[src/rtl/gscw_pkg.sv]
`timescale 1ns / 1ps
package gscw_pkg;

   localparam int COORD_W   = 23;
   localparam int CELL_W    = 5;
   localparam int IDX_W     = 10;
   localparam int DIVS_W    = 6;
   localparam int GRID_DIVS = 32;
   localparam int MAX_CELLS = 63;
   localparam int FRAC_W    = 16;
   localparam int NUM_W     = COORD_W + FRAC_W;
   localparam int T_W       = 48;
   localparam int CNT_W     = 6;

   localparam logic AXIS_X = 1'b0;
   localparam logic AXIS_Y = 1'b1;

   localparam logic [1:0] REG_CWX  = 2'd0;
   localparam logic [1:0] REG_CWY  = 2'd1;
   localparam logic [1:0] REG_DIVS = 2'd2;

   // Setup divisions, done once per axis in this order.
   typedef enum logic [2:0] {
      OP_QSTART = 3'd0,
      OP_QEND   = 3'd1,
      OP_CSTART = 3'd2,
      OP_CEND   = 3'd3,
      OP_TMAX   = 3'd4,
      OP_TDEL   = 3'd5
   } op_type;

   typedef struct packed {
      logic   load;
      logic   div_start;
      logic   store;
      logic   walk_init;
      logic   emit;
      op_type op;
      logic   axis;
   } cmd_type;

   typedef struct packed {
      logic div_done;
      logic walk_last;
      logic out_free;
   } status_type;

endpackage

[src/rtl/gscw_div.sv]
`timescale 1ns / 1ps
module gscw_div (
   input  logic                         clock,
   input  logic                         reset,
   input  logic                         start,
   input  logic [gscw_pkg::NUM_W-1:0]   num,
   input  logic [gscw_pkg::COORD_W-1:0] den,
   output logic                         done,
   output logic [gscw_pkg::NUM_W-1:0]   quot,
   output logic [gscw_pkg::COORD_W-1:0] rem
);
   import gscw_pkg::*;

   logic [NUM_W-1:0]   quo_ff, quo_in;
   logic [COORD_W-1:0] rem_ff, rem_in;
   logic [CNT_W-1:0]   cnt_ff, cnt_in;
   logic               done_ff, done_in;
   logic [COORD_W:0]   trial, diff;
   logic               ge;

   // Restoring division, one quotient bit per cycle, MSB first.
   always_comb begin
      trial   = {rem_ff, quo_ff[NUM_W-1]};
      ge      = trial >= {1'b0, den};
      diff    = trial - {1'b0, den};
      quo_in  = quo_ff;
      rem_in  = rem_ff;
      cnt_in  = cnt_ff;
      done_in = 1'b0;
      if (start) begin
         quo_in = num;
         rem_in = '0;
         cnt_in = CNT_W'(NUM_W);
      end else if (cnt_ff != '0) begin
         quo_in  = {quo_ff[NUM_W-2:0], ge};
         rem_in  = ge ? diff[COORD_W-1:0] : trial[COORD_W-1:0];
         cnt_in  = cnt_ff - 1'b1;
         done_in = (cnt_ff == CNT_W'(1));
      end
   end

   always_ff @(posedge clock) begin
      if (reset) begin
         cnt_ff  <= '0;
         done_ff <= 1'b0;
      end else begin
         cnt_ff  <= cnt_in;
         done_ff <= done_in;
      end
   end

   always_ff @(posedge clock) begin
      quo_ff <= quo_in;
      rem_ff <= rem_in;
   end

   assign done = done_ff;
   assign quot = quo_ff;
   assign rem  = rem_ff;

endmodule

[src/rtl/gscw_dp.sv]
`timescale 1ns / 1ps
module gscw_dp (
   input  logic                         clock,
   input  logic                         reset,
   input  gscw_pkg::cmd_type            cmd,
   output gscw_pkg::status_type         status,
   input  logic [gscw_pkg::COORD_W-1:0] start_x,
   input  logic [gscw_pkg::COORD_W-1:0] start_y,
   input  logic [gscw_pkg::COORD_W-1:0] end_x,
   input  logic [gscw_pkg::COORD_W-1:0] end_y,
   input  logic [gscw_pkg::COORD_W-1:0] width_x,
   input  logic [gscw_pkg::COORD_W-1:0] width_y,
   input  logic [gscw_pkg::DIVS_W-1:0]  divs,
   input  logic                         out_ready,
   output logic                         out_valid,
   output logic [gscw_pkg::IDX_W-1:0]   cell_index,
   output logic [gscw_pkg::CELL_W-1:0]  cell_col,
   output logic [gscw_pkg::CELL_W-1:0]  cell_row,
   output logic                         last_cell,
   output logic                         overrun
);
   import gscw_pkg::*;

   logic [COORD_W-1:0] x1_ff, y1_ff, x2_ff, y2_ff;
   logic [COORD_W-1:0] q1_ff [2];
   logic [COORD_W-1:0] q2_ff [2];
   logic [COORD_W-1:0] r_ff [2];
   logic [CELL_W-1:0]  cell_ff [2];
   logic [CELL_W-1:0]  endc_ff [2];
   logic [NUM_W-1:0]   tmax_ff [2];
   logic [NUM_W-1:0]   tdel_ff [2];

   logic [CELL_W-1:0]  cx_ff, cy_ff, cx_in, cy_in;
   logic [T_W-1:0]     tx_ff, ty_ff, tx_in, ty_in;
   logic [CNT_W-1:0]   n_ff, n_in;

   logic               vld_ff, vld_in;
   logic [IDX_W-1:0]   idx_ff;
   logic [CELL_W-1:0]  col_ff, row_ff;
   logic               last_ff, over_ff;

   logic [COORD_W-1:0] a1, a2, w, mag_sel, edge_gap;
   logic               up_sel;
   logic               up_x, up_y, inf_x, inf_y;
   logic [COORD_W-1:0] mag_x, mag_y;
   logic [NUM_W-1:0]   div_num, div_quot;
   logic [COORD_W-1:0] div_den, div_rem;
   logic               div_done;

   logic               stx, sty, out_x, out_y, at_end, last;
   logic [CELL_W-1:0]  nx, ny;
   logic [CELL_W+DIVS_W-1:0] prod, idx_sum;

   assign up_x  = x2_ff > x1_ff;
   assign up_y  = y2_ff > y1_ff;
   assign inf_x = x2_ff == x1_ff;
   assign inf_y = y2_ff == y1_ff;
   assign mag_x = up_x ? x2_ff - x1_ff : x1_ff - x2_ff;
   assign mag_y = up_y ? y2_ff - y1_ff : y1_ff - y2_ff;

   always_comb begin
      a1      = (cmd.axis == AXIS_Y) ? y1_ff : x1_ff;
      a2      = (cmd.axis == AXIS_Y) ? y2_ff : x2_ff;
      w       = (cmd.axis == AXIS_Y) ? width_y : width_x;
      mag_sel = (cmd.axis == AXIS_Y) ? mag_y : mag_x;
      up_sel  = (cmd.axis == AXIS_Y) ? up_y : up_x;
      // A downward step measures from the cell's lower edge.
      edge_gap = up_sel ? w - r_ff[cmd.axis] : r_ff[cmd.axis];
      unique case (cmd.op)
         OP_QSTART: begin
            div_num = NUM_W'(a1);
            div_den = w;
         end
         OP_QEND: begin
            div_num = NUM_W'(a2);
            div_den = w;
         end
         OP_CSTART: begin
            div_num = NUM_W'(q1_ff[cmd.axis]);
            div_den = COORD_W'(divs);
         end
         OP_CEND: begin
            div_num = NUM_W'(q2_ff[cmd.axis]);
            div_den = COORD_W'(divs);
         end
         OP_TMAX: begin
            div_num = {edge_gap, FRAC_W'(0)};
            div_den = mag_sel;
         end
         OP_TDEL: begin
            div_num = {w, FRAC_W'(0)};
            div_den = mag_sel;
         end
         default: begin
            div_num = '0;
            div_den = w;
         end
      endcase
   end

   gscw_div u_div (
      .clock (clock),
      .reset (reset),
      .start (cmd.div_start),
      .num   (div_num),
      .den   (div_den),
      .done  (div_done),
      .quot  (div_quot),
      .rem   (div_rem)
   );

   always_ff @(posedge clock) begin
      if (cmd.load) begin
         x1_ff <= start_x;
         y1_ff <= start_y;
         x2_ff <= end_x;
         y2_ff <= end_y;
      end
      if (cmd.store) begin
         unique case (cmd.op)
            OP_QSTART: begin
               q1_ff[cmd.axis] <= div_quot[COORD_W-1:0];
               r_ff[cmd.axis]  <= div_rem;
            end
            OP_QEND:   q2_ff[cmd.axis]   <= div_quot[COORD_W-1:0];
            OP_CSTART: cell_ff[cmd.axis] <= div_rem[CELL_W-1:0];
            OP_CEND:   endc_ff[cmd.axis] <= div_rem[CELL_W-1:0];
            OP_TMAX:   tmax_ff[cmd.axis] <= div_quot;
            OP_TDEL:   tdel_ff[cmd.axis] <= div_quot;
            default: ;
         endcase
      end
   end

   // One DDA step per emitted cell; a tie steps both axes.
   always_comb begin
      stx    = !inf_x && (inf_y || tx_ff <= ty_ff);
      sty    = !inf_y && (inf_x || ty_ff <= tx_ff);
      nx     = up_x ? cx_ff + 1'b1 : cx_ff - 1'b1;
      ny     = up_y ? cy_ff + 1'b1 : cy_ff - 1'b1;
      out_x  = stx && (up_x ? (DIVS_W'(cx_ff) + 1'b1 >= divs) : (cx_ff == '0));
      out_y  = sty && (up_y ? (DIVS_W'(cy_ff) + 1'b1 >= divs) : (cy_ff == '0));
      at_end = (cx_ff == endc_ff[AXIS_X]) && (cy_ff == endc_ff[AXIS_Y]);
      last   = at_end || (n_ff == CNT_W'(MAX_CELLS - 1)) || (inf_x && inf_y)
               || out_x || out_y;
      prod    = {{DIVS_W{1'b0}}, cy_ff} * {{CELL_W{1'b0}}, divs};
      idx_sum = prod + (CELL_W + DIVS_W)'(cx_ff);

      cx_in = cx_ff;
      cy_in = cy_ff;
      tx_in = tx_ff;
      ty_in = ty_ff;
      n_in  = n_ff;
      if (cmd.walk_init) begin
         cx_in = cell_ff[AXIS_X];
         cy_in = cell_ff[AXIS_Y];
         tx_in = T_W'(tmax_ff[AXIS_X]);
         ty_in = T_W'(tmax_ff[AXIS_Y]);
         n_in  = '0;
      end else if (cmd.emit) begin
         if (stx) begin
            cx_in = nx;
            tx_in = tx_ff + T_W'(tdel_ff[AXIS_X]);
         end
         if (sty) begin
            cy_in = ny;
            ty_in = ty_ff + T_W'(tdel_ff[AXIS_Y]);
         end
         n_in = n_ff + 1'b1;
      end

      vld_in = vld_ff;
      if (cmd.emit) begin
         vld_in = 1'b1;
      end else if (out_ready) begin
         vld_in = 1'b0;
      end
   end

   always_ff @(posedge clock) begin
      cx_ff <= cx_in;
      cy_ff <= cy_in;
      tx_ff <= tx_in;
      ty_ff <= ty_in;
      n_ff  <= n_in;
      if (cmd.emit) begin
         idx_ff  <= idx_sum[IDX_W-1:0];
         col_ff  <= cx_ff;
         row_ff  <= cy_ff;
         last_ff <= last;
         over_ff <= last && !at_end;
      end
   end

   always_ff @(posedge clock) begin
      if (reset) begin
         vld_ff <= 1'b0;
      end else begin
         vld_ff <= vld_in;
      end
   end

   assign status.div_done  = div_done;
   assign status.walk_last = last;
   assign status.out_free  = !vld_ff || out_ready;

   assign out_valid  = vld_ff;
   assign cell_index = idx_ff;
   assign cell_col   = col_ff;
   assign cell_row   = row_ff;
   assign last_cell  = last_ff;
   assign overrun    = over_ff;

endmodule

[src/rtl/gscw_ctrl.sv]
`timescale 1ns / 1ps
module gscw_ctrl (
   input  logic                 clock,
   input  logic                 reset,
   input  logic                 in_valid,
   output logic                 in_ready,
   input  gscw_pkg::status_type status,
   output gscw_pkg::cmd_type    cmd
);
   import gscw_pkg::*;

   typedef enum logic [3:0] {
      ST_IDLE     = 4'b0001,
      ST_DIV_GO   = 4'b0010,
      ST_DIV_WAIT = 4'b0100,
      ST_WALK     = 4'b1000
   } state_type;

   state_type state_ff, state_in;
   op_type    op_ff, op_in;
   logic      axis_ff, axis_in;

   always_comb begin
      state_in      = state_ff;
      op_in         = op_ff;
      axis_in       = axis_ff;
      in_ready      = 1'b0;
      cmd.load      = 1'b0;
      cmd.div_start = 1'b0;
      cmd.store     = 1'b0;
      cmd.walk_init = 1'b0;
      cmd.emit      = 1'b0;
      cmd.op        = op_ff;
      cmd.axis      = axis_ff;
      unique case (state_ff)
         ST_IDLE: begin
            in_ready = 1'b1;
            if (in_valid) begin
               cmd.load = 1'b1;
               op_in    = OP_QSTART;
               axis_in  = AXIS_X;
               state_in = ST_DIV_GO;
            end
         end
         ST_DIV_GO: begin
            cmd.div_start = 1'b1;
            state_in      = ST_DIV_WAIT;
         end
         ST_DIV_WAIT: begin
            if (status.div_done) begin
               cmd.store = 1'b1;
               if (op_ff == OP_TDEL) begin
                  if (axis_ff == AXIS_Y) begin
                     cmd.walk_init = 1'b1;
                     state_in      = ST_WALK;
                  end else begin
                     axis_in  = AXIS_Y;
                     op_in    = OP_QSTART;
                     state_in = ST_DIV_GO;
                  end
               end else begin
                  op_in    = op_type'(op_ff + 3'd1);
                  state_in = ST_DIV_GO;
               end
            end
         end
         ST_WALK: begin
            if (status.out_free) begin
               cmd.emit = 1'b1;
               if (status.walk_last) begin
                  state_in = ST_IDLE;
               end
            end
         end
         default: state_in = ST_IDLE;
      endcase
   end

   always_ff @(posedge clock) begin
      if (reset) begin
         state_ff <= ST_IDLE;
         op_ff    <= OP_QSTART;
         axis_ff  <= AXIS_X;
      end else begin
         state_ff <= state_in;
         op_ff    <= op_in;
         axis_ff  <= axis_in;
      end
   end

endmodule

[src/rtl/grid_segment_cell_walker.sv]
`timescale 1ns / 1ps
// Channel   Direction  Beat contents
// req_      in         tdata: start_x, start_y, end_x, end_y (23 bits each)
// rsp_      out        tdata: cell_index, cell_col, cell_row; tlast: last_cell;
//                      tuser: overrun
// csr_      in/out     APB registers cell_width_x, cell_width_y, divisions
//
// Each segment first runs twelve divisions on one shared restoring divider
// (one quotient bit per cycle, each division issued, then stored), then the
// walk emits one cell per cycle while the output is not stalled, up to 63 cells.
// Reset is synchronous and active high; it restores the register defaults.
// A stalled result beat holds in the output register and pauses the walk; the
// next segment is accepted as soon as the final cell is loaded there.
module grid_segment_cell_walker (
   input  logic        clock,
   input  logic        reset,
   input  logic        req_tvalid,
   output logic        req_tready,
   // [22:0] start_x, [45:23] start_y, [68:46] end_x, [91:69] end_y, rest zero
   input  logic [95:0] req_tdata,
   output logic        rsp_tvalid,
   input  logic        rsp_tready,
   // [9:0] cell_index, [14:10] cell_col, [19:15] cell_row, rest zero
   output logic [23:0] rsp_tdata,
   output logic        rsp_tlast,
   // [0] overrun
   output logic [0:0]  rsp_tuser,
   input  logic        csr_psel,
   input  logic        csr_penable,
   input  logic        csr_pwrite,
   input  logic [3:0]  csr_paddr,
   input  logic [31:0] csr_pwdata,
   output logic [31:0] csr_prdata,
   output logic        csr_pready
);
   import gscw_pkg::*;

   logic [COORD_W-1:0] cwx_ff, cwy_ff, width_x, width_y;
   logic [DIVS_W-1:0]  divs_ff, divs_used;
   logic               csr_wr;
   cmd_type            cmd;
   status_type         status;
   logic [IDX_W-1:0]   cell_index;
   logic [CELL_W-1:0]  cell_col, cell_row;
   logic               overrun;

   // Register file. Writes land on the access phase; reads are combinational.
   assign csr_pready = 1'b1;
   assign csr_wr     = csr_psel && csr_penable && csr_pwrite && csr_pready;

   always_ff @(posedge clock) begin
      if (reset) begin
         cwx_ff  <= COORD_W'(256);
         cwy_ff  <= COORD_W'(256);
         divs_ff <= DIVS_W'(GRID_DIVS);
      end else if (csr_wr) begin
         unique case (csr_paddr[3:2])
            REG_CWX:  cwx_ff  <= csr_pwdata[COORD_W-1:0];
            REG_CWY:  cwy_ff  <= csr_pwdata[COORD_W-1:0];
            REG_DIVS: divs_ff <= csr_pwdata[DIVS_W-1:0];
            default: ;
         endcase
      end
   end

   always_comb begin
      unique case (csr_paddr[3:2])
         REG_CWX:  csr_prdata = 32'(cwx_ff);
         REG_CWY:  csr_prdata = 32'(cwy_ff);
         REG_DIVS: csr_prdata = 32'(divs_ff);
         default:  csr_prdata = '0;
      endcase
   end

   // A zero width acts as one; divisions clamp into 1..GRID_DIVS.
   assign width_x = (cwx_ff == '0) ? COORD_W'(1) : cwx_ff;
   assign width_y = (cwy_ff == '0) ? COORD_W'(1) : cwy_ff;
   always_comb begin
      if (divs_ff == '0) begin
         divs_used = DIVS_W'(1);
      end else if (divs_ff > DIVS_W'(GRID_DIVS)) begin
         divs_used = DIVS_W'(GRID_DIVS);
      end else begin
         divs_used = divs_ff;
      end
   end

   gscw_ctrl u_ctrl (
      .clock    (clock),
      .reset    (reset),
      .in_valid (req_tvalid),
      .in_ready (req_tready),
      .status   (status),
      .cmd      (cmd)
   );

   gscw_dp u_dp (
      .clock      (clock),
      .reset      (reset),
      .cmd        (cmd),
      .status     (status),
      .start_x    (req_tdata[22:0]),
      .start_y    (req_tdata[45:23]),
      .end_x      (req_tdata[68:46]),
      .end_y      (req_tdata[91:69]),
      .width_x    (width_x),
      .width_y    (width_y),
      .divs       (divs_used),
      .out_ready  (rsp_tready),
      .out_valid  (rsp_tvalid),
      .cell_index (cell_index),
      .cell_col   (cell_col),
      .cell_row   (cell_row),
      .last_cell  (rsp_tlast),
      .overrun    (overrun)
   );

   assign rsp_tdata = {4'b0000, cell_row, cell_col, cell_index};
   assign rsp_tuser = overrun;

`ifndef SYNTHESIS
   // Overrun is only ever flagged on the closing cell of a walk.
   a_overrun_last: assert property (@(posedge clock) disable iff (reset)
      (rsp_tvalid && rsp_tuser[0]) |-> rsp_tlast)
      else $error("overrun flagged on a cell that is not the last");

   // Once a segment is taken, setup keeps the input closed.
   a_busy_after_accept: assert property (@(posedge clock) disable iff (reset)
      (req_tvalid && req_tready) |=> !req_tready)
      else $error("input reopened right after a segment was accepted");

   // Every emitted cell lies inside the grid in use.
   a_cell_in_grid: assert property (@(posedge clock) disable iff (reset)
      rsp_tvalid |-> (({1'b0, cell_col} < divs_used) && ({1'b0, cell_row} < divs_used)))
      else $error("emitted cell lies outside the grid");
`endif

endmodule

[config.mk]
export PLATFORM = sky130hd
export DESIGN_NAME = grid_segment_cell_walker
export DESIGN_NICKNAME = d
export VERILOG_FILES = /design/src/rtl/gscw_pkg.sv /design/src/rtl/gscw_div.sv /design/src/rtl/gscw_dp.sv /design/src/rtl/gscw_ctrl.sv /design/src/rtl/grid_segment_cell_walker.sv
export SDC_FILE = /design/constraint.sdc
export NUM_CORES = 2
export LEC_CHECK = 0
export BUFFER_PORTS_ARGS = -buffer_cell sky130_fd_sc_hd__buf_2
export CAP_MARGIN = 20
export CORE_MARGIN = 1
export CORE_UTILIZATION = 55
export DETAILED_ROUTE_END_ITERATION = 12
export GPL_TIMING_DRIVEN = 0
export PLACE_DENSITY = 0.73
export SYNTH_ARGS = -nofsm -noshare
export SYNTH_HDL_FRONTEND = slang
export SYNTH_SLANG_ARGS = --single-unit
[constraint.sdc]
create_clock -name clock -period 17.65 [get_ports clock]
set_input_delay 2.6475 -clock clock [delete_from_list [all_inputs] [get_ports clock]]
set_output_delay 2.6475 -clock clock [all_outputs]
set_load 0.02 [all_outputs]
==> summary.md <==
| Metric | Value |
|---|---|
| RD Place Congestion | `0.997` |
| Hold Vio Cnt, Final | `0` |
| Leakage power | `17.7 nW` |
| Dpl cells | `4914` |
| Critical Path End Type | `flop` |
| Total number of H-tree levels | `3` |
| Nets | `4524` |
| Period utilization | `45.8%` |
| R2r endpoint | `u_dp.u_div.rem[9]` |
| Post-synthesis sequential area ratio | `48.0%` |
| TNS Setup | `0 ns` |
| Vias in the first global route | `28900` |
| Critical Path RT | `18.13 ns` |
| R2R Setup Slk | `9.57 ns` |
| Syn-to-layout area delta | `12.1%` |
| Num ports | `200` |
| Share of synthesized registers carrying an async set or reset | `0%` |
| Number of synthesized flops with an enable pin | `555` |
| Mapped Cells | `3781` |
| Slowest-stage cell, CP | `buf_1` |
| Endpoint, Worst Hold | `u_dp.ty_ff[47]` |
| Diodes inserted | `0` |
| HP Start | `u_dp.ty_ff[47]` |
| Gr ovfl total | `0` |
| Peak Freq | `124 MHz` |
| CP top delay family | `compound AO/OA/AOI/OAI gates` |
| Worst hold path depth | `1` |
| Routing usage on met1 | `40.5%` |
| Worst slew margin | `21.0%` |
| Buffer count from post-CTS setup fixing | `0` |
| Gr busiest metal | `met2` |
| Synth Warn # | `0` |
| Initial DRC Count | `3097` |
| Clk Latency, worst-skew pair | `0.61 ns` |
| 1st-pass router iterations | `8` |
| Most frequent cells in the layout | `edfxtp_1 (555), nand2_1 (338), a21oi_1 (331)` |
| Most used DFF post-synth | `edfxtp_1` |
| Wirelength per Cell | `22.3 um` |
| Total GRT Usage | `30.2%` |
| Fillcell total | `5751` |
| Worst hold-check path type | `reg2reg` |
| RSZ-0062 raised after global routing | `no` |
| Clock skew | `0.0236 ns` |
| Mapped cell area | `39500 sq um` |
| Number of vias per cell | `6.05` |
| Core Footprint | `70500 sq um` |
| R2R depth | `29` |
| Final Slew Violations | `0` |
| Cell row count | `97` |
| First-pass GRT wire length | `169000 um` |
| #FFs+latches synth | `671` |
| Worst slew pin tran | `1.19 ns` |
| M2 GR Usage | `49.2%` |
| Final-report setup violation count | `0` |
| CTS tree | `done` |
| DP Wirelength | `85700 um` |
| Critical path's largest stage delay | `0.63 ns` |
| Distinct cell type count after synthesis | `94` |
| Reg2reg start | `u_dp.y2_ff[12]` |
| Die area | `72900 sq um` |
| Grt met3 use | `3.98%` |
| Post-route ant nets | `0` |
| Worst-path maximum fanout | `10` |
| Die H | `270 um` |
| PD cells | `109 nW/um^2` |
| Final core utilization | `62.8%` |
| Post-DP Area | `41900 sq um` |
| Longest Clk Path Bufs | `3` |
| Max Cap Violations | `0` |
| CP Class | `reg2reg` |
| Largest net degree at the start of global routing | `71` |
| DRC | `0` |
| Initial core utilization | `56.1%` |
| Post-layout min period | `8.08 ns` |
| Worst path bufs/invs | `7` |
| Setup crit start | `u_dp.y2_ff[12]` |
| DR vias | `30500` |
| Design area | `44300 sq um` |
| CP arrival | `8.56 ns` |
| Cts hold-fix bufs | `0` |
| Non-Filler Instances | `5042` |
| Initial antenna violation count | `1` |
| Clk root buf | `clkbuf_16` |
| CTS sink count | `671` |
| Worst Hold Margin | `0.461 ns` |
| Die W | `270 um` |
| CTS buffer count | `71` |
| # resized after CTS | `0` |
| Mean post-synth cell area | `10.5 sq um` |
| Critical path's most frequent cell | `o21ai_0` |
| Status | `finished, final reports clean` |
| Total wire length | `112000 um` |
| Startpoint types | `flop` |
| IO buf count | `168` |
| Share of layout cells above drive strength 1 | `10.1%` |
| Commonest non-fill, non-tap cell in the layout | `edfxtp_1` |
| Worst IR Drop VDD | `0.000128 V` |
| Worst-path clk slew | `0.06 ns` |
-- worst max path at each step --
stage | to | slack (ns) | cells past startpoint
floorplan | csr_prdata[5] | 11.10 | 4
global placement | u_dp.u_div.rem[9] | 9.80 | 26
detailed placement | u_dp.u_div.rem[9] | 9.78 | 28
CTS | u_dp.u_div.rem[9] | 9.73 | 28
global route | u_dp.u_div.rem[11] | 9.23 | 26
finish | u_dp.u_div.rem[9] | 9.57 | 29
-- per-stage QoR --
| stage | setup slack, ns | power [mW] |
|---|---|---|
| 6_report | 9.57 | 4.82 |
| 5_1_grt | 9.23 | 5.00 |
| 4_1_cts | 9.73 | 4.81 |
| 3_5_place_dp | 9.78 | 3.30 |
| 3_3_place_gp | 9.80 | 3.27 |
| 2_1_floorplan | 11.10 | 2.89 |
-- report_power, final --
group / switching [mW] / internal, mW / total, mW / leakage, nW
Combinational: 0.678 / 0.431 / 1.11 / 10.6
Sequential: 0.226 / 1.97 / 2.20 / 6.03
Clock: 0.622 / 0.894 / 1.52 / 1.15
Total: 1.53 / 3.30 / 4.82 / 17.7
-- state kept, by name, indices dropped and copies added (netlist names), 6 cells and up, named ones only --
register and count:
cwx_ff 23, cwy_ff 23, divs_ff 6, u_dp.cell_ff 10
u_dp.cell_index 10, u_dp.endc_ff 10, u_dp.n_ff 6, u_dp.q1_ff 46
u_dp.q2_ff 46, u_dp.r_ff 46, u_dp.tdel_ff 78, u_dp.tmax_ff 78
u_dp.tx_ff 48, u_dp.ty_ff 48, u_dp.u_div.cnt_ff 6, u_dp.u_div.quot 39
u_dp.u_div.rem 23, u_dp.x1_ff 23, u_dp.x2_ff 23, u_dp.y1_ff 23
u_dp.y2_ff 23
-- cell families after synthesis --
logic type | count (synthesis) | share of synthesized area [%]
AND/OR/NAND/NOR | 997 | 11.6
AO/OA/AOI/OAI | 970 | 15.4
flip-flops | 671 | 48.0
buffers and inverters | 410 | 4.19
adder cells (fa/ha/maj) | 338 | 11.2
multiplexers | 199 | 5.22
XOR/XNOR | 194 | 4.30
other | 2 | 0.0190
-- metal layers --
layer	part of all wire (%)	routed length [um]
met5	0.012	13
met4	4.4	4910
met3	7.2	8060
met2	46	52100
met1	42	47300
-- synthesized netlist by cell type (all sizes together) (106+ instances only) --
cell type | number | area [sq um]
nor2 | 305 | 1150
a21o | 115 | 863
a21oi | 334 | 1680
ha | 312 | 3900
inv | 233 | 875
xnor2 | 106 | 928
nand2 | 341 | 1290
clkbuf | 110 | 413
mux2i | 162 | 1630
edfxtp | 555 | 16700
o21ai | 192 | 968
dfxtp | 116 | 2320
-- final cells by class --
cell class	instances	area, sq um	share of cell area [%]
inverter	236	886	2.00
multi-input combinational	2712	19000	42.9
clock buffer	89	1970	4.44
tap	940	1180	2.66
sequential	671	19000	42.9
timing repair buffer	181	1120	2.53
clock inverter	39	393	0.887
buffer	174	774	1.75
Power figures use the tool's default switching activity.
